**src/aat_pkg.sv**
```systemverilog
package aat_pkg;

  localparam int unsigned CoordW    = 32;
  localparam int unsigned ProdW     = 2 * CoordW;
  localparam int unsigned AccW      = ProdW + 2;
  localparam int unsigned FracBits  = 16;
  localparam int unsigned NumRows   = 3;
  localparam int unsigned NumTerms  = 3;
  localparam int unsigned NumRegs   = 6;
  localparam int unsigned RegIdxW   = 3;
  localparam int unsigned RegW      = 64;
  localparam int unsigned NumStages = 4;

  typedef logic signed [CoordW-1:0] coord_t;
  typedef logic signed [ProdW-1:0]  prod_t;
  typedef logic signed [AccW-1:0]   acc_t;

  localparam coord_t CoordMax = 32'sh7fff_ffff;
  localparam coord_t CoordMin = 32'sh8000_0000;

  typedef enum logic [RegIdxW-1:0] {
    REG_X_COEF_XY      = 3'd0,
    REG_X_COEF_Z_SHIFT = 3'd1,
    REG_Y_COEF_XY      = 3'd2,
    REG_Y_COEF_Z_SHIFT = 3'd3,
    REG_Z_COEF_XY      = 3'd4,
    REG_Z_COEF_Z_SHIFT = 3'd5
  } reg_idx_e;

  // identity transform
  localparam logic [RegW-1:0] CfgReset [NumRegs] = '{
    64'h0000_0000_0001_0000,
    64'h0000_0000_0000_0000,
    64'h0001_0000_0000_0000,
    64'h0000_0000_0000_0000,
    64'h0000_0000_0000_0000,
    64'h0000_0000_0001_0000
  };

  typedef struct packed {
    coord_t cx;
    coord_t cy;
    coord_t cz;
    coord_t t;
  } row_coef_t;

  typedef struct packed {
    coord_t min_x;
    coord_t min_y;
    coord_t min_z;
    coord_t max_x;
    coord_t max_y;
    coord_t max_z;
  } box_t;

  typedef struct packed {
    logic [NumStages-1:0] load;
    logic [NumStages-1:0] vld;
  } pipe_ctl_t;

endpackage

```
**src/aat_if.sv**
```systemverilog


interface aat_cfg_if import aat_pkg::*; ();
  logic               valid;
  logic               ready;
  logic [RegIdxW-1:0] reg_index;
  logic [RegW-1:0]    wdata;

  modport source (output valid, output reg_index, output wdata, input ready);
  modport sink (input valid, input reg_index, input wdata, output ready);
endinterface

```
**src/aat_cfg.sv**
```systemverilog
module aat_cfg import aat_pkg::*; (
  input  logic                       clk_i,
  input  logic                       rst_ni,
  aat_cfg_if.sink                    cfg_i,
  output row_coef_t [NumRows-1:0]    coef_o
);

  logic [RegW-1:0] reg_q [NumRegs];

  assign cfg_i.ready = 1'b1;

  always_ff @(posedge clk_i or negedge rst_ni) begin
    if (!rst_ni) begin
      for (int i = 0; i < NumRegs; i++) begin
        reg_q[i] <= CfgReset[i];
      end
    end else if (cfg_i.valid) begin
      case (reg_idx_e'(cfg_i.reg_index))
        REG_X_COEF_XY:      reg_q[REG_X_COEF_XY]      <= cfg_i.wdata;
        REG_X_COEF_Z_SHIFT: reg_q[REG_X_COEF_Z_SHIFT] <= cfg_i.wdata;
        REG_Y_COEF_XY:      reg_q[REG_Y_COEF_XY]      <= cfg_i.wdata;
        REG_Y_COEF_Z_SHIFT: reg_q[REG_Y_COEF_Z_SHIFT] <= cfg_i.wdata;
        REG_Z_COEF_XY:      reg_q[REG_Z_COEF_XY]      <= cfg_i.wdata;
        REG_Z_COEF_Z_SHIFT: reg_q[REG_Z_COEF_Z_SHIFT] <= cfg_i.wdata;
        default: ;
      endcase
    end
  end

  always_comb begin
    for (int r = 0; r < NumRows; r++) begin
      coef_o[r].cx = coord_t'(reg_q[2*r][CoordW-1:0]);
      coef_o[r].cy = coord_t'(reg_q[2*r][RegW-1:CoordW]);
      coef_o[r].cz = coord_t'(reg_q[2*r+1][CoordW-1:0]);
      coef_o[r].t  = coord_t'(reg_q[2*r+1][RegW-1:CoordW]);
    end
  end

endmodule

```
**src/flat_wrapper.sv**
```systemverilog
// flat-port wrapper written by rule: the top's interface ports become plain ports
module aat_cfg_flat import aat_pkg::*;
  (clk_i, rst_ni, coef_o, cfg_i_valid, cfg_i_reg_index, cfg_i_wdata, cfg_i_ready);
  aat_cfg_if cfg_i_i ();
  input  logic clk_i;
  input  logic rst_ni;
  output row_coef_t [NumRows-1:0] coef_o;
  input wire logic [$bits(cfg_i_i.valid)-1:0] cfg_i_valid;
  input wire logic [$bits(cfg_i_i.reg_index)-1:0] cfg_i_reg_index;
  input wire logic [$bits(cfg_i_i.wdata)-1:0] cfg_i_wdata;
  output wire logic [$bits(cfg_i_i.ready)-1:0] cfg_i_ready;
  assign cfg_i_i.valid = cfg_i_valid;
  assign cfg_i_i.reg_index = cfg_i_reg_index;
  assign cfg_i_i.wdata = cfg_i_wdata;
  assign cfg_i_ready = cfg_i_i.ready;
  aat_cfg u_core (.clk_i(clk_i), .rst_ni(rst_ni), .cfg_i(cfg_i_i), .coef_o(coef_o));
endmodule
```
**config.mk**
```make
export PLATFORM = sky130hd
export DESIGN_NAME = aat_cfg_flat
export DESIGN_NICKNAME = d
export VERILOG_FILES = /design/src/aat_pkg.sv /design/src/aat_if.sv /design/src/aat_cfg.sv /design/src/flat_wrapper.sv
export SDC_FILE = /design/constraint.sdc
export NUM_CORES = 1
export LEC_CHECK = 0
export ABC_AREA = 1
export BUFFER_PORTS_ARGS = -buffer_cell sky130_fd_sc_hd__buf_2
export CAP_MARGIN = 5
export CORE_MARGIN = 2
export CORE_UTILIZATION = 46
export CTS_CLUSTER_DIAMETER = 40
export CTS_CLUSTER_SIZE = 16
export DETAILED_ROUTE_END_ITERATION = 7
export GPL_ROUTABILITY_DRIVEN = 0
export PLACE_DENSITY = 0.74
export RECOVER_POWER = 100
export SLEW_MARGIN = 20
export SYNTH_ARGS = -nofsm -noshare
export SYNTH_HDL_FRONTEND = slang
export SYNTH_SLANG_ARGS = --single-unit
```
**constraint.sdc**
```tcl
create_clock -name clk_i -period 0.8 [get_ports clk_i]
set_input_delay 0.12 -clock clk_i [delete_from_list [all_inputs] [get_ports clk_i]]
set_output_delay 0.12 -clock clk_i [all_outputs]
set_load 0.005 [all_outputs]
```
Word level (Yosys, flattened, before mapping)
Index checks and enable logic that the tools add are counted.
- bits in read-only memories: 0
- bits in writable memories: 0
- logic and storage cells: 18
- register bits: 384
- output and inout bits: 385
- latch bits: 0
- memories: 0
- input bits: 70
- equal/unequal tests: 5
- shift-type cells: 0
- div/mod/pow operators: 0
- reductions and logical operators: 7
- multiply operators: 0
- muxes and demuxes: 0
- order comparisons: 0
- $add $sub $neg: 0
- bitwise operators: 0
- operators with widths (cell ; count):
    2-bit AND reduction ; 6
    3-bit by 2-bit equality test with 1-bit output (second input constant) ; 2
    3-bit equality test (second input constant) ; 2
    3-bit by 1-bit equality test with 1-bit output (second input constant) ; 1
    3-bit zero test ; 1

Depth between registers and ports, before layout
- word-level depth: 2
- depth in mapped cells: 6
- gate-level depth less buffers: 5

Worst setup path after synthesis
Ideal clock, no wire load.
- path type: input -> register
- start point: in cfg_i_valid
- end point: reg u_core.reg_q, in the netlist u_core.coef_o[128]
- arrival: 0.789 ns
- buffers on the path: 1
- setup time: 0.116 ns
- slack: -0.106 ns
- data required time: 0.684 ns
- stages: 6
- path through: inv_1 -> nor2_4 -> nand2_1 -> clkbuf_1 -> nand2_1 -> nand2_1
- cells in the longest elaborated chain, start to end: 1
- RTL lines (item ; line ; RTL):
    from (decl) ; flat_wrapper.sv:8 ; input wire logic [$bits(cfg_i_i.valid)-1:0] cfg_i_valid;
    2-bit AND reduction (no line) ; -- ;
    to (signal, indexed assignment) ; aat_cfg.sv:15 ; reg_q[i] <= CfgReset[i];
    to (signal, indexed assignment) ; aat_cfg.sv:19 ; REG_X_COEF_XY: reg_q[REG_X_COEF_XY] <= cfg_i.wdata;
    to (signal, indexed assignment) ; aat_cfg.sv:20 ; REG_X_COEF_Z_SHIFT: reg_q[REG_X_COEF_Z_SHIFT] <= cfg_i.wdata;
    to (decl) ; aat_cfg.sv:8 ; logic [RegW-1:0] reg_q [NumRegs];
Every way passes these cells.
A chain may end at the register's enable or synchronous reset.

Worst setup path after layout
- start point: reg u_core.reg_q, in the netlist u_core.coef_o[112]
- end point: out coef_o[112] (netlist name)
- RTL lines (item ; line ; RTL):
    to (decl) ; flat_wrapper.sv:7 ; output row_coef_t [NumRows-1:0] coef_o;
No word-level cell between the ends.

==> summary.txt <==
=====================================================================================
Outcome ................................................................ complete, but fails checks
Violated checks ........................................................ negative setup slack
Slew Viols, Final ......................................................            0
Most frequent standard cell in the layout excluding fill and tap cells . sky130_fd_sc_hd__nand2_1
DIE HEIGHT .............................................................       184 µm
Post-route fraction of the period consumed by the critical path ........         164%
Final worst slack ......................................................    -0.510 ns
Root cell of the clock tree ............................................ sky130_fd_sc_hd__clkbuf_16
Combinational share of power ...........................................        24.0%
Launching point of the worst reg2reg path .............................. u_core.coef_o[109]
Row Count ..............................................................           65
Placed Area ............................................................    18200 µm²
Detailed Route Iter0 Violations ........................................         1327
Total of fill cells in the finished design .............................         2105
Worst path top cell family by delay ....................................   flip-flops
Parity-gate share of the synthesized area counting xor and xnor cells ..           0%
Global-route wire length before repair .................................     83400 µm
Worst EP required ......................................................      0.68 ns
Logic depth of the worst path, buffers included ........................            1
GR met3 Demand/Resource ................................................        6.30%
I/O pin total ..........................................................          455
IR drop worst, VDD .....................................................    0.00208 V
H-tree lvl count .......................................................            2
Endpoint of the worst-slack reg-to-reg timing path ..................... u_core.coef_o[109]
Area fraction in compound gates after synthesis ........................           0%
Share of final-layout standard cells stronger than drive strength 1 ....        36.6%
Final routed DRC violation total .......................................            0
Max reg flops ..........................................................          384
Worst R2R Path Depth ...................................................            4
Fin nets ...............................................................         2534
Via density ............................................................         5.39
Global-route met2 utilization ..........................................        53.6%
Diodes inserted ........................................................            0
# clock sinks ..........................................................          384
Setup Skew .............................................................         0 ns
Post-Synth Simple-Gate Area ............................................        31.7%
Grt total ovfl .........................................................            0
Post-DRT Antenna Nets ..................................................            0
P per Cell Area ........................................................  2770 nW/µm²
Total power draw .......................................................      62.9 mW
Estimated wirelength of the detail-placed design .......................     34300 µm
RSZ-0062 raised after global routing ...................................          yes
Syn Inst Count .........................................................         1664
Avg WL per Cell ........................................................      20.0 µm
Horizontal die dimension ...............................................       184 µm
Type of the worst setup path ........................................... flip-flop to primary output
Deepest clock path buffer count ........................................            3
Register-to-register setup slack .......................................     -0.11 ns
Critical path origin ................................................... u_core.coef_o[112]
Maxcap violations ......................................................            0
CP bufs+invs ...........................................................            1
Most heavily used metal layer in global routing ........................         met2
Number of global-route vias before repair ..............................        15.0k
Cell leakage power .....................................................      13.1 nW
Via count ..............................................................        15.7k
CP Capture Point .......................................................  coef_o[112]
Global-route usage over all layers .....................................        31.9%
Largest cells by area after synthesis .................................. sky130_fd_sc_hd__dfrtp_1, sky130_fd_sc_hd__nand2_1, sky130_fd_sc_hd__nand3_1
Tightest Hold Check Type ............................................... primary input to flip-flop
Routed wire length .....................................................     58000 µm
CTS clk-pin slew, worst paths ..........................................      0.06 ns
Detailed-routing iteration count for the pre-antenna-repair pass .......            8
Final setup violating endpoints ........................................          781
Register area share after synthesis ....................................        64.6%
Area of all placed cells without fillers ...............................    22700 µm²
Dominant combinational cell family by area after synthesis ............. simple AND/OR/NAND/NOR gates
Count of unique library cells instantiated by Yosys ....................           12
Met1 global-route usage ................................................        38.5%
Sw Ratio ...............................................................        29.9%
Number of hold violations in the final report ..........................            0
Core region area .......................................................    31700 µm²
Portion of total power attributed to sequential cells ..................        40.3%
Most frequent cells in the layout ...................................... sky130_fd_sc_hd__nand2_1, sky130_fd_sc_hd__buf_2, sky130_fd_sc_hd__dfrtp_1
WHS ....................................................................     0.159 ns
Net switching power of the design ......................................      18.8 mW
Clock tree from TritonCTS ..............................................         done
Final critical-path required period ....................................      1.31 ns
Post-Synthesis Cell Area ...............................................    14900 µm²
Mean post-synth cell area ..............................................     8.94 µm²
Adder-cell area share of the yosys netlist .............................           0%
Cell Int Power .........................................................      44.0 mW
Clock group share of total power .......................................        35.7%
Port Buffers ...........................................................          453
Largest net degree at the start of global routing ......................           65
Worst-skew pair later-pin latency ......................................      0.54 ns
Hold path cells ........................................................            5
Die area ...............................................................    33800 µm²
CTS buffer count .......................................................           48
Arr. time, crit path ...................................................      1.19 ns
CP endpoint kind ....................................................... primary output
Syn-to-layout area delta ...............................................        52.7%
Synth Warn # ...........................................................            0
Achievable Freq ........................................................      763 MHz
Multiplexer share of the synthesized area ..............................           0%
Crit Path Max Fanout ...................................................            2
Antenna violations before repair .......................................            0
Synthesized net count ..................................................         1734
Top cell type's share of synthesized area ..............................        64.1%
Category of the worst setup path launch point ..........................    flip-flop
Biggest cell delay along the critical path .............................      0.54 ns
Slowest-stage cell, CP ................................................. sky130_fd_sc_hd__dfstp_2
Critical path, cell by cell ............................................        buf_6
Number of flip-flops and latches in the synthesized netlist ............          384
Leading area contributor after synthesis ............................... sky130_fd_sc_hd__dfrtp_1
Initial Util ...........................................................        46.9%
=====================================================================================
per-layer routing:
| layer | share of wire, % | vias up | wire (µm) |
|---|---|---|---|
| li1 | - | 6827 | - |
| met1 | 35 | 7471 | 20600 |
| met2 | 49 | 1059 | 28300 |
| met3 | 9.1 | 294 | 5270 |
| met4 | 6.8 | 0 | 3930 |
| met5 | 0 | - | 0 |
cells by family after synthesis:
group,after synthesis
buf+inv,111
flops,384
other cells,1
simple gates,1168
power by group through the flow:
stage	clock network, mW	registers, mW	logic (mW)
after global routing	23.4	25.6	16.3
final	22.4	25.4	15.1
after global placement	0	25.4	9.97
after floorplan	0	25.6	3.42
after CTS	22.5	25.1	12.8
after detailed placement	0	25.4	10.3
stage by stage:
stage / util (%) / setup WS [ns] / cells / TNS (ns)
4_1_cts: 68.5 / -0.522 / 2785 / -152.02
2_1_floorplan: - / -0.0714 / 1664 / -19.28
3_5_place_dp: 57.5 / -0.412 / 2489 / -136.20
3_3_place_gp: 57.5 / -0.391 / 2489 / -130.24
5_1_grt: 71.6 / -0.531 / 2905 / -243.16
6_report: 71.6 / -0.510 / 2905 / -189.27
timing repair:
item / in CTS / in global routing
buffers inserted: 141 / 120
resized for setup: 22 / 47
cloned: 0 / 0
pin swaps: 0 / 9
setup endpoints to repair: 384 / 391
hold buffers: 66 / 0
hold endpoints to repair: 768 / 0
Yosys cell counts (all sizes together):
cell	instances
nand2	906
dfrtp	381
nand3	256
buf	87
clkbuf	18
inv	6
nor2	6
dfstp	3
conb	1
how the worst min path moves through the flow:
stage,start,endpoint,slack [ns]
3_5_place_dp,rst_ni,u_core.coef_o[280],-0.07
3_3_place_gp,rst_ni,u_core.coef_o[281],-0.07
6_report,cfg_i_reg_index[0],u_core.coef_o[250],0.16
2_1_floorplan,rst_ni,u_core.coef_o[0],-0.18
4_1_cts,rst_ni,u_core.coef_o[47],0.13
5_1_grt,cfg_i_reg_index[0],u_core.coef_o[254],0.20
layout make-up:
| class | instances | area (µm²) | area share [%] |
|---|---|---|---|
| multi-input combinational | 1169 | 4820 | 21.2 |
| inverter | 6 | 22.5 | 0.0992 |
| tap | 402 | 503 | 2.21 |
| timing repair buffer | 855 | 6100 | 26.8 |
| clock buffer | 53 | 1260 | 5.55 |
| clock inverter | 36 | 400 | 1.76 |
| sequential | 384 | 9610 | 42.3 |
No activity file was read; power rests on OpenSTA's default activity.
