### src/aat_pkg.sv
package aat_pkg;

  localparam int unsigned CoordW    = 32;
  localparam int unsigned ProdW     = 2 * CoordW;
  localparam int unsigned AccW      = ProdW + 2;
  localparam int unsigned FracBits  = 16;
  localparam int unsigned NumRows   = 3;
  localparam int unsigned NumTerms  = 3;
  localparam int unsigned NumRegs   = 6;
  localparam int unsigned RegIdxW   = 3;
  localparam int unsigned RegW      = 64;
  localparam int unsigned NumStages = 4;

  typedef logic signed [CoordW-1:0] coord_t;
  typedef logic signed [ProdW-1:0]  prod_t;
  typedef logic signed [AccW-1:0]   acc_t;

  localparam coord_t CoordMax = 32'sh7fff_ffff;
  localparam coord_t CoordMin = 32'sh8000_0000;

  typedef enum logic [RegIdxW-1:0] {
    REG_X_COEF_XY      = 3'd0,
    REG_X_COEF_Z_SHIFT = 3'd1,
    REG_Y_COEF_XY      = 3'd2,
    REG_Y_COEF_Z_SHIFT = 3'd3,
    REG_Z_COEF_XY      = 3'd4,
    REG_Z_COEF_Z_SHIFT = 3'd5
  } reg_idx_e;

  // identity transform
  localparam logic [RegW-1:0] CfgReset [NumRegs] = '{
    64'h0000_0000_0001_0000,
    64'h0000_0000_0000_0000,
    64'h0001_0000_0000_0000,
    64'h0000_0000_0000_0000,
    64'h0000_0000_0000_0000,
    64'h0000_0000_0001_0000
  };

  typedef struct packed {
    coord_t cx;
    coord_t cy;
    coord_t cz;
    coord_t t;
  } row_coef_t;

  typedef struct packed {
    coord_t min_x;
    coord_t min_y;
    coord_t min_z;
    coord_t max_x;
    coord_t max_y;
    coord_t max_z;
  } box_t;

  typedef struct packed {
    logic [NumStages-1:0] load;
    logic [NumStages-1:0] vld;
  } pipe_ctl_t;

endpackage

### src/aat_ctrl.sv
module aat_ctrl import aat_pkg::*; (
  input  logic      clk_i,
  input  logic      rst_ni,
  input  logic      in_valid_i,
  input  logic      out_ready_i,
  output logic      in_ready_o,
  output logic      out_valid_o,
  output pipe_ctl_t ctl_o
);

  logic [NumStages-1:0] vld_q, vld_d, load;

  // a stage loads when it is empty or the stage after it moves on
  always_comb begin
    load[NumStages-1] = !vld_q[NumStages-1] || out_ready_i;
    for (int k = NumStages - 2; k >= 0; k--) begin
      load[k] = !vld_q[k] || load[k+1];
    end
    for (int k = 0; k < NumStages; k++) begin
      if (load[k]) begin
        vld_d[k] = (k == 0) ? in_valid_i : vld_q[(k == 0) ? 0 : k - 1];
      end else begin
        vld_d[k] = vld_q[k];
      end
    end
  end

  always_ff @(posedge clk_i or negedge rst_ni) begin
    if (!rst_ni) begin
      vld_q <= '0;
    end else begin
      vld_q <= vld_d;
    end
  end

  assign in_ready_o  = load[0];
  assign out_valid_o = vld_q[NumStages-1];
  assign ctl_o.load  = load;
  assign ctl_o.vld   = vld_q;

endmodule

### config.mk
export PLATFORM = sky130hd
export DESIGN_NAME = aat_ctrl
export DESIGN_NICKNAME = d
export VERILOG_FILES = /design/src/aat_pkg.sv /design/src/aat_ctrl.sv
export SDC_FILE = /design/constraint.sdc
export NUM_CORES = 1
export LEC_CHECK = 0
export BUFFER_PORTS_ARGS = -buffer_cell sky130_fd_sc_hd__buf_2
export CORE_AREA = 2 2 39 41
export CTS_BUF_LIST = sky130_fd_sc_hd__clkbuf_8
export CTS_CLUSTER_SIZE = 8
export DETAILED_ROUTE_END_ITERATION = 16
export DIE_AREA = 0 0 41 43
export GPL_ROUTABILITY_DRIVEN = 0
export GPL_TIMING_DRIVEN = 1
export REMOVE_ABC_BUFFERS = 1
export SLEW_MARGIN = 20
export SYNTH_ARGS = -nofsm -noshare
export SYNTH_HDL_FRONTEND = slang
export SYNTH_SLANG_ARGS = --single-unit
### constraint.sdc
create_clock -name clk_i -period 1.51 [get_ports clk_i]
set_input_delay 0.151 -clock clk_i [delete_from_list [all_inputs] [get_ports clk_i]]
set_output_delay 0.151 -clock clk_i [all_outputs]
set_load 0.03 [all_outputs]
# == Word level (Yosys, flattened, before mapping) ==
# Cells that the tools add are included.
# word_totals
output_inout_bits,10
inputBits,4
reg_bits,4
# op_classes
n_reduce_logical,8
# ops
cell,n
$logic_not A1 Y1,4
$logic_or A1 B1 Y1,4

# == Longest topological paths before layout ==
# Gate-level depths: netlist of run 1.
# logic_depth
word_depth,5
depth_mapped,3
ltp_nobuf,3

# == Worst setup path before layout of run 1 ==
# No wires, ideal clock.
# synth_path
kind,register to output
start,register vld_q[3]
end,output ctl_o[4] (netlist name)
t_arrival_ps,1413
path_slack_ps,-54
path_stages_with_launch,4
cell_sequence,dfrtp_1 -> nor2b_4 -> nand4_1 -> buf_4
# synth_via
elab_chain_len,5
# synth_lines
element,line,source
"start, declared",aat_ctrl.sv:11,"logic [NumStages-1:0] vld_q, vld_d, load;"
"start signal, assigned",aat_ctrl.sv:32,vld_q <= vld_d;
$logic_not A1 Y1,aat_ctrl.sv:15,load[NumStages-1] = !vld_q[NumStages-1] || out_ready_i;
$logic_or A1 B1 Y1,aat_ctrl.sv:15,
$logic_or A1 B1 Y1 (3 in a row),aat_ctrl.sv:17,load[k] = !vld_q[k] || load[k+1];
"end, declared",aat_ctrl.sv:8,output pipe_ctl_t ctl_o
# No other way between the ends.

==> results.py, run 1 <==
metrics = {
    "status": {
        "outcome": "finished clean",
    },
    "setup_path": {
        "critPathTopFamily": "flip-flops",
        "worst-endpoint-required_ps": 1360,
        "critPathMaxFanout": 5,
        "setup.worst_path.end_class": "output pin",
        "worst-setup-path-type": "reg2out",
        "worst_setup_path_start_kind": "flop",
        "worstPathArrival_ps": 1120,
        "rr_worst_depth": 2,
        "critical_path.slowest_cell": "sky130_fd_sc_hd__dfrtp_1",
        "timing.critical_path.cells": "nor2b_4 > nand4_1 > buf_2",
        "critical_path_buf_inv_count": 1,
        "capturing_point_of_the_worst_reg2reg_path": "vld_q[0]",
        "setup.reg_to_reg.worst_slack_ps": 610,
        "reg2reg_from": "vld_q[3]",
        "timing.critical_path.slowest_cell_delay_ps": 400,
    },
    "sta": {
        "max-slew-margin-rel": 0.878,
        "setup_repair_after_global_routing_missed_its_margin": "no",
        "finalSetupViolCount": 0,
        "layout_worst_path_cycle_share": 0.838,
        "final_critical_path_setup_slack_ps": 244,
        "finalHoldWorstSlack_ps": 139,
        "tightest_slew_ps": 184,
        "achievable-frequency_mhz": 790,
        "final.min_clock_period_ps": 1270,
        "slew_violations": 0,
        "clock_skew_ps": 1.38,
        "finalHoldViolations": 0,
    },
    "finish": {
        "layout.filler_cells": 151,
        "finish.net_count": 36,
        "insertedDiodeCount": 0,
        "reg_top3": "vld_q (4)",
        "register_area_sq_um": 100,
        "final_layout_size_suffix_gt1_frac": 0.567,
        "largest_reg_flops": 4,
        "layout-area-overhead-vs-synth_pct": 66.0,
        "final_cell_count_no_fill": 46,
        "register_with_the_most_flip_flops": "vld_q",
        "final_core_utilization": 0.221,
        "area_of_combinational_cells_with_multiple_inputs_sq_um": 65.1,
    },
    "power_and_ir_drop": {
        "powerDensity_nw_per_um2": 1520,
        "leakage_nw": 0.145,
        "vdd.ir_drop.worst_v": 0.000364,
    },
    "global_route": {
        "antenna_found_initial": 0,
        "global_route.usage.total": 0.0735,
        "first_pass_grt_wire_length_um": 710,
        "grt_pass1_vias": 144,
        "overflow": 0,
        "maximum_number_of_pins_on_one_net_before_global_route_repair": 7,
    },
    "job": {
        "max_cap_viol_count": 0,
    },
    "synthesis": {
        "ys_seq_area_frac": 0.544,
        "synth.top_cells.by_area": "sky130_fd_sc_hd__dfrtp_1 (54%), sky130_fd_sc_hd__nand2b_1 (10%), sky130_fd_sc_hd__buf_4 (8.2%)",
        "postSynthRegisterBits": 4,
        "ys_top_cells_by_count": "sky130_fd_sc_hd__dfrtp_1 (4), sky130_fd_sc_hd__nand2b_1 (3), sky130_fd_sc_hd__buf_4 (2)",
        "post-synth-top-area-fraction": 0.544,
        "synth.lib_cells_used.distinct": 9,
        "syn_area_per_cell_sq_um": 12.3,
        "synth_cells": 15,
        "synth.yosys.warnings": 0,
        "synth_ff_type": "sky130_fd_sc_hd__dfrtp_1",
        "async_reset_ff_frac": 1.00,
        "synthDominantAreaCellType": "sky130_fd_sc_hd__dfrtp_1",
        "mappedNetlistArea_sq_um": 184,
        "yosys.cell_count.top_type": "sky130_fd_sc_hd__dfrtp_1",
        "synth-edff-count": 0,
    },
    "placement": {
        "place_hpwl_um": 365,
        "preCtsSetupSlack_ps": 450,
        "placed_cells": 42,
        "number_of_buffer_cells_added_on_primary_ports": 13,
    },
    "detailed_routing": {
        "dr.pass1.iters": 2,
        "dr_total_vias": 171,
        "totalWireLength_um": 466,
        "detail-route-antenna-nets": 0,
        "drc": 0,
        "detail_route.iter0.violations": 3,
        "route.detailed.vias_per_inst": 3.72,
        "wire_per_inst_um": 10.1,
    },
    "die": {
        "initial_utilization": 0.133,
        "core_region_area_sq_um": 1380,
        "design.die.area_sq_um": 1760,
        "dieHeight_um": 43,
        "number_of_rows_in_the_core_area": 14,
        "die_x_um": 41,
        "floorplan.io_pins": 14,
    },
    "cts": {
        "ctsRootBufferMaster": "sky130_fd_sc_hd__clkbuf_8",
        "maximum_buffer_depth_of_the_clock_tree": 2,
        "tritoncts_num_sinks": 4,
        "cts_resized": 0,
        "clkTransAtPathRegs_ps": 30,
        "cts_tree": "yes",
        "worstSkewPairLatency_ps": 210,
        "cts_made_buffers": 3,
        "htree_num_levels": 1,
    },
    "min_path": {
        "holdPathEnd": "vld_q[0]",
        "worstHoldPathCells": 2,
        "hold_path_startpoint": "in_valid_i",
        "holdCritPathClass": "in2reg",
    },
}
[stage by stage]
step / instance area, sq um / TNS, ps / power [mW]
after floorplan: 169 / -348 / 0.206
after global placement: 254 / 0 / 0.242
after detailed placement: 254 / 0 / 0.244
after CTS: 305 / 0 / 0.475
after global routing: 305 / 0 / 0.500
final: 305 / 0 / 0.466
[worst register-to-register path, cell delays in order (launching register included)]
cell and delay [ps]:
sky130_fd_sc_hd__dfrtp_1 410, sky130_fd_sc_hd__nor2b_4 160, sky130_fd_sc_hd__a41o_1 220
[what timing repair did]
action                    in CTS  in global routing
buffers inserted               0                  0
hold endpoints to repair       4                  0
hold buffers                   1                  0
[logic make-up after synthesis]
| logic type | Yosys count | share of synthesized area |
|---|---|---|
| DFF | 4 | 0.544 |
| and+or+nand+nor | 7 | 0.299 |
| buffers and inverters | 3 | 0.102 |
| AOI/OAI and AO/OA | 1 | 0.0544 |
[metal layers]
metal,vias to the layer above,wire length (um),part of all wire,GRT usage
li1,81,-,-,-
met3,0,61,0.13,0.0471
met1,76,260,0.56,0.114
met4,0,0,0,0.0800
met5,-,0,0,0
met2,14,143,0.31,0.0531
[how the worst max path moves through the flow]
| stage | from | end | slack, ps | cells past startpoint |
|---|---|---|---|---|
| after floorplan | vld_q[3] | ctl_o[4] | -170 | 2 |
| after global placement | vld_q[3] | in_ready_o | 480 | 3 |
| after detailed placement | vld_q[3] | ctl_o[4] | 450 | 3 |
| after CTS | vld_q[3] | ctl_o[4] | 220 | 3 |
| after global routing | vld_q[3] | in_ready_o | 120 | 3 |
| final | vld_q[3] | ctl_o[4] | 240 | 3 |
[cell usage in the layout, fill, tap and decap left out, drive strengths merged]
master / n
buf: 13
dfrtp: 4
nand2b: 3
clkbuf: 3
nor2b: 1
inv: 1
nand3b: 1
nand4b: 1
nand4: 1
a41o: 1
dlygate4sd3: 1
[where the power goes]
part | switching [mW] | internal [mW] | leakage (nW) | total, mW
Combinational | 0.0759 | 0.0350 | 0.0809 | 0.111
Clock | 0.0520 | 0.170 | 0.0216 | 0.222
Sequential | 0.0142 | 0.119 | 0.0421 | 0.133
Total | 0.142 | 0.323 | 0.145 | 0.466
[area by class of cell]
class | instances | area share
inverter | 1 | 0.0123
tap | 16 | 0.0656
multi-input combinational | 8 | 0.213
clock buffer | 3 | 0.135
timing repair buffer | 14 | 0.246
sequential | 4 | 0.328
Note: power is estimated with default switching activity, not from simulation.
==> run 2, diff against run 1 <==
--- a/config.mk
+++ b/config.mk
@@ -5,6 +5,7 @@
 export SDC_FILE = /design/constraint.sdc
 export NUM_CORES = 1
 export LEC_CHECK = 0
+export ABC_AREA = 1
 export BUFFER_PORTS_ARGS = -buffer_cell sky130_fd_sc_hd__buf_2
 export CORE_AREA = 2 2 39 41
 export CTS_BUF_LIST = sky130_fd_sc_hd__clkbuf_8
==> constraint.sdc (replaced) <==
create_clock -name clk_i -period 1.2 [get_ports clk_i]
set_input_delay 0.12 -clock clk_i [delete_from_list [all_inputs] [get_ports clk_i]]
set_output_delay 0.12 -clock clk_i [all_outputs]
set_load 0.03 [all_outputs]
==> results.py, run 2 <==
metrics = {
    "status": {
        "outcome": "finished clean",
    },
    "finish": {
        "largest_reg_flops": 4,
        "final_layout_size_suffix_gt1_frac": 0.583,
        "layout_common_cells": "sky130_fd_sc_hd__buf_2 (10), sky130_fd_sc_hd__inv_1 (4), sky130_fd_sc_hd__nand2_1 (4), sky130_fd_sc_hd__buf_4 (4), sky130_fd_sc_hd__dfrtp_1 (4)",
        "final_cell_count_no_fill": 52,
        "insertedDiodeCount": 0,
        "finish.net_count": 42,
        "reg_top3": "vld_q (4)",
        "register_with_the_most_flip_flops": "vld_q",
        "final_common_cell": "sky130_fd_sc_hd__buf_2",
        "layout-area-overhead-vs-synth_pct": 85.9,
        "final_core_utilization": 0.239,
    },
    "setup_path": {
        "timing.critical_path.slowest_cell_delay_ps": 350,
        "critical_path.slowest_cell": "sky130_fd_sc_hd__dfrtp_1",
        "worst-setup-path-type": "reg2out",
        "worst-endpoint-required_ps": 1080,
        "rr_worst_depth": 5,
        "timing.critical_path.cells": "inv_2 > nor2_4 > nand4_1 > buf_2",
        "worstPathArrival_ps": 1070,
        "worst_setup_path_start_kind": "flop",
        "setup.worst_path.end_class": "output pin",
        "critPathMaxFanout": 4,
    },
    "synthesis": {
        "async_reset_ff_frac": 1.00,
        "synth_ff_type": "sky130_fd_sc_hd__dfrtp_1",
        "synth-edff-count": 0,
        "synth.lib_cells_used.distinct": 8,
        "postSynthRegisterBits": 4,
        "synth.top_cells.by_area": "sky130_fd_sc_hd__dfrtp_1 (56%), sky130_fd_sc_hd__inv_1 (11%), sky130_fd_sc_hd__buf_4 (8.5%)",
        "ys_seq_area_frac": 0.563,
        "yosys.cell_count.top_type": "sky130_fd_sc_hd__inv_1",
        "synthDominantAreaCellType": "sky130_fd_sc_hd__dfrtp_1",
        "syn_area_per_cell_sq_um": 9.35,
        "post-synth-top-area-fraction": 0.563,
        "mappedNetlistArea_sq_um": 178,
        "synth_cells": 19,
        "ys_top_cells_by_count": "sky130_fd_sc_hd__inv_1 (5), sky130_fd_sc_hd__dfrtp_1 (4), sky130_fd_sc_hd__nand2_1 (4)",
        "synth.yosys.warnings": 0,
    },
    "die": {
        "initial_utilization": 0.128,
        "number_of_rows_in_the_core_area": 14,
        "die_x_um": 41,
        "dieHeight_um": 43,
        "floorplan.io_pins": 14,
        "core_region_area_sq_um": 1380,
        "design.die.area_sq_um": 1760,
    },
    "sta": {
        "achievable-frequency_mhz": 838,
        "clock_skew_ps": 1.65,
        "finalSetupViolCount": 0,
        "finalHoldWorstSlack_ps": 87.8,
        "max-slew-margin-rel": 0.887,
        "setup_repair_after_global_routing_missed_its_margin": "yes",
        "tightest_slew_ps": 169,
        "final_critical_path_setup_slack_ps": 6.08,
        "finalHoldViolations": 0,
        "final.min_clock_period_ps": 1190,
        "layout_worst_path_cycle_share": 0.995,
        "slew_violations": 0,
    },
    "cts": {
        "worstSkewPairLatency_ps": 210,
        "tritoncts_num_sinks": 4,
        "htree_num_levels": 1,
        "maximum_buffer_depth_of_the_clock_tree": 2,
        "clkTransAtPathRegs_ps": 30,
        "ctsRootBufferMaster": "sky130_fd_sc_hd__clkbuf_8",
        "cts_tree": "yes",
        "cts_made_buffers": 3,
    },
    "job": {
        "max_cap_viol_count": 0,
    },
    "detailed_routing": {
        "detail_route.iter0.violations": 0,
        "drc": 0,
        "dr.pass1.iters": 1,
        "dr_total_vias": 179,
        "totalWireLength_um": 426,
        "detail-route-antenna-nets": 0,
        "route.detailed.vias_per_inst": 3.44,
        "wire_per_inst_um": 8.19,
    },
    "power_and_ir_drop": {
        "internal_power_mw": 0.416,
        "powerDensity_nw_per_um2": 1810,
        "p_total_mw": 0.598,
        "switching_share": 0.303,
        "p_switching_mw": 0.181,
        "leakage_nw": 0.175,
        "share_comb_of_total_power": 0.262,
        "vdd.ir_drop.worst_v": 0.000325,
        "power.sequential.fraction": 0.273,
        "clkPwrFrac": 0.465,
    },
    "global_route": {
        "grt_pass1_vias": 162,
        "overflow": 0,
        "first_pass_grt_wire_length_um": 641,
        "antenna_found_initial": 0,
        "global_route.usage.total": 0.0644,
        "maximum_number_of_pins_on_one_net_before_global_route_repair": 6,
    },
    "min_path": {
        "holdCritPathClass": "in2reg",
        "worstHoldPathCells": 3,
    },
    "placement": {
        "place_hpwl_um": 311,
        "placed_cells": 46,
        "number_of_buffer_cells_added_on_primary_ports": 13,
        "preCtsSetupSlack_ps": 198,
    },
}
-- run 2: cell type report --
class	count	area [sq um]
clock buffers	3	41.3
fillers	158	1050
inverters	5	18.8
multi-input cells	8	48.8
flip-flops and latches	4	100
well taps	16	20.0
repair buffers	16	101
-- run 2: worst paths after layout --
path / start / endpoint / slack [ps]
max: vld_q[3] / ctl_o[4] / 6
min: in_valid_i / vld_q[0] / 90
max reg2reg: vld_q[3] / vld_q[0] / 280
min reg2reg: vld_q[0] / vld_q[1] / 480
max in group asynchronous: rst_ni / vld_q[2] / 840
min in group asynchronous: rst_ni / vld_q[0] / 240
-- run 2: what timing repair did --
item	4_1_cts	5_1_grt
pin swaps	0	1
resized for setup	0	9
setup endpoints to repair	2	4
hold buffers	1	0
endpoints found under the hold margin	4	0
buffers inserted	0	2
-- run 2: power by group through the flow --
| stage | clock [mW] | sequential [mW] | combinational (mW) |
|---|---|---|---|
| floorplan | 0 | 0.194 | 0.0601 |
| global placement | 0 | 0.162 | 0.136 |
| detailed placement | 0 | 0.163 | 0.137 |
| CTS | 0.288 | 0.161 | 0.140 |
| global route | 0.297 | 0.165 | 0.172 |
| finish | 0.278 | 0.163 | 0.157 |
-- run 2: cell families (layout without fill, tap and decap cells) --
group         after synthesis  after routing  share of synthesized area
simple gates                8              8                      0.246
buf+inv                     7             24                      0.190
flops                       4              4                      0.563
-- run 2: per-layer routing --
metal	global-route usage	part of all wire	vias up
li1	-	-	87
met4	0.0800	0.019	0
met2	0.0750	0.50	11
met5	0	0	-
met1	0.0518	0.35	79
met3	0.0628	0.14	2
-- run 2: critical path: cells and delay by family, from the launching register on --
family	cells	cell delay (ps)
buffers and inverters	2	260
AND/OR/NAND/NOR	2	250
flip-flops	1	350
-- run 2: per-stage QoR --
| stage | TNS [ps] | instance area (sq um) |
|---|---|---|
| after floorplan | -2070 | 163 |
| after global placement | 0 | 248 |
| after detailed placement | 0 | 248 |
| after CTS | -63.2 | 299 |
| after global routing | -318 | 330 |
| final | 0 | 330 |
==> run 3, diff against run 2 <==
--- a/config.mk
+++ b/config.mk
@@ -14,7 +14,6 @@
 export DIE_AREA = 0 0 41 43
 export GPL_ROUTABILITY_DRIVEN = 0
 export GPL_TIMING_DRIVEN = 1
-export REMOVE_ABC_BUFFERS = 1
 export SLEW_MARGIN = 20
 export SYNTH_ARGS = -nofsm -noshare
 export SYNTH_HDL_FRONTEND = slang
==> constraint.sdc (replaced) <==
create_clock -name clk_i -period 1.2 [get_ports clk_i]
set_input_delay 0.12 -clock clk_i [delete_from_list [all_inputs] [get_ports clk_i]]
set_output_delay 0.12 -clock clk_i [all_outputs]
set_load 0.02 [all_outputs]
==> results.py, run 3 (synthesized netlist as in run 2, its figures left out) <==
metrics = {
    "finish": {
        "final_layout_size_suffix_gt1_frac": 0.556,
        "register_area_sq_um": 101,
        "register_with_the_most_flip_flops": "vld_q",
        "final_core_utilization": 0.227,
        "layout.filler_cells": 167,
        "layout_common_cells": "sky130_fd_sc_hd__buf_2 (12), sky130_fd_sc_hd__inv_1 (5), sky130_fd_sc_hd__nand2_1 (4), sky130_fd_sc_hd__clkbuf_8 (3), sky130_fd_sc_hd__dfrtp_1 (3)",
        "reg_top3": "vld_q (4)",
        "insertedDiodeCount": 0,
        "finish.net_count": 41,
        "largest_reg_flops": 4,
        "layout-area-overhead-vs-synth_pct": 76.8,
        "final_design_area_no_fill_sq_um": 314,
        "area_of_combinational_cells_with_multiple_inputs_sq_um": 43.8,
        "final_common_cell": "sky130_fd_sc_hd__buf_2",
    },
    "die": {
        "core_region_area_sq_um": 1380,
        "initial_utilization": 0.128,
        "number_of_rows_in_the_core_area": 14,
        "floorplan.io_pins": 14,
        "design.die.area_sq_um": 1760,
        "dieHeight_um": 43,
        "die_x_um": 41,
    },
    "detailed_routing": {
        "detail_route.iter0.violations": 1,
        "totalWireLength_um": 415,
        "detail-route-antenna-nets": 0,
        "dr_total_vias": 176,
        "wire_per_inst_um": 7.98,
        "dr.pass1.iters": 2,
        "route.detailed.vias_per_inst": 3.38,
        "drc": 0,
    },
    "sta": {
        "layout_worst_path_cycle_share": 0.988,
        "slew_violations": 0,
        "setup_repair_after_global_routing_missed_its_margin": "yes",
        "finalSetupViolCount": 0,
        "tightest_slew_ps": 140,
        "clock_skew_ps": 5.51,
        "finalHoldViolations": 0,
        "finalHoldWorstSlack_ps": 93.9,
        "final.min_clock_period_ps": 1190,
        "achievable-frequency_mhz": 843,
        "max-slew-margin-rel": 0.906,
        "final_critical_path_setup_slack_ps": 14.0,
    },
    "status": {
        "outcome": "finished clean",
    },
    "setup_path": {
        "worst-setup-path-type": "reg2out",
        "setup.worst_path.end_class": "output pin",
        "worst_setup_path_start_kind": "flop",
        "worst-endpoint-required_ps": 1080,
        "critical_path_buf_inv_count": 2,
        "worstPathArrival_ps": 1070,
        "critPathTopFamily": "flip-flops",
        "critPathMaxFanout": 5,
        "timing.critical_path.cells": "inv_2 > nor2_4 > nand4_1 > buf_2",
        "timing.critical_path.slowest_cell_delay_ps": 360,
        "critical_path.slowest_cell": "sky130_fd_sc_hd__dfrtp_2",
    },
    "power_and_ir_drop": {
        "p_total_mw": 0.566,
        "vdd.ir_drop.worst_v": 0.000337,
        "powerDensity_nw_per_um2": 1800,
        "leakage_nw": 0.169,
    },
    "cts": {
        "cts_made_buffers": 3,
        "clkTransAtPathRegs_ps": 30,
        "worstSkewPairLatency_ps": 220,
        "htree_num_levels": 1,
        "cts_tree": "yes",
        "ctsRootBufferMaster": "sky130_fd_sc_hd__clkbuf_8",
        "tritoncts_num_sinks": 4,
        "maximum_buffer_depth_of_the_clock_tree": 2,
    },
    "placement": {
        "number_of_buffer_cells_added_on_primary_ports": 13,
        "preCtsSetupSlack_ps": 227,
        "postPlaceCellArea_sq_um": 249,
        "place_hpwl_um": 336,
    },
    "global_route": {
        "grt_pass1_vias": 163,
        "maximum_number_of_pins_on_one_net_before_global_route_repair": 6,
        "global_route.usage.total": 0.0624,
        "overflow": 0,
        "first_pass_grt_wire_length_um": 600,
        "antenna_found_initial": 0,
    },
    "min_path": {
        "holdCritPathClass": "in2reg",
    },
    "job": {
        "max_cap_viol_count": 0,
    },
    "synthesis": {
        "synth_fp_nets": 23,
    },
}
-- run 3: changes by cell type in the layout (fill, tap and decap cells not counted), sizes merged --
cell	delta
buf	-1
inv	+1
-- run 3: cell type report --
cell class | count | area share
Clock buffer | 3 | 0.131
Multi-Input combinational cell | 8 | 0.139
Clock inverter | 1 | 0.0120
Tap cell | 16 | 0.0637
Timing Repair Buffer | 15 | 0.271
Inverter | 5 | 0.0598
Sequential cell | 4 | 0.323
-- run 3: through the flow --
stage               std cells  TNS, ps
CTS                        52        0
floorplan                  19    -26.7
global route               52     -116
finish                     52        0
global placement           46        0
detailed placement         46        0
-- run 3: final timing paths --
check	cells after the start	slack, ps	start	to
max	4	10	vld_q[3]	ctl_o[4]
min	3	90	in_valid_i	vld_q[0]
max reg2reg	5	270	vld_q[3]	vld_q[0]
min reg2reg	2	490	vld_q[0]	vld_q[1]
max in group asynchronous	2	830	rst_ni	vld_q[3]
min in group asynchronous	2	240	rst_ni	vld_q[2]
-- run 3: metal layers --
| metal | vias to the layer above | wire length [um] | track usage | part of all wire |
|---|---|---|---|---|
| li1 | 87 | - | - | - |
| met1 | 79 | 157 | 0.0422 | 0.38 |
| met2 | 10 | 199 | 0.0781 | 0.48 |
| met3 | 0 | 57 | 0.0628 | 0.14 |
| met4 | 0 | 0 | 0.0800 | 0 |
| met5 | - | 0 | 0 | 0 |
-- run 3: report_power, final --
part           total [mW]  switching, mW  internal [mW]
Combinational       0.119         0.0757         0.0430
Sequential          0.162         0.0118          0.150
Clock               0.286         0.0683          0.218
-- run 3: worst register-to-register path, cell delays in order, from the launching register on --
cell,delay [ps]
sky130_fd_sc_hd__dfrtp_2,360
sky130_fd_sc_hd__inv_2,40
sky130_fd_sc_hd__nor2_4,110
sky130_fd_sc_hd__nand4_1,140
sky130_fd_sc_hd__buf_4,170
sky130_fd_sc_hd__nand2_1,40
-- run 3: timing repair --
action                                  4_1_cts  5_1_grt
endpoints found under the hold margin         4        0
gates resized for setup                       1        0
endpoints found under the setup margin        2        2
buffers inserted                              1        0
pin swaps                                     0        0
hold buffers                                  1        0
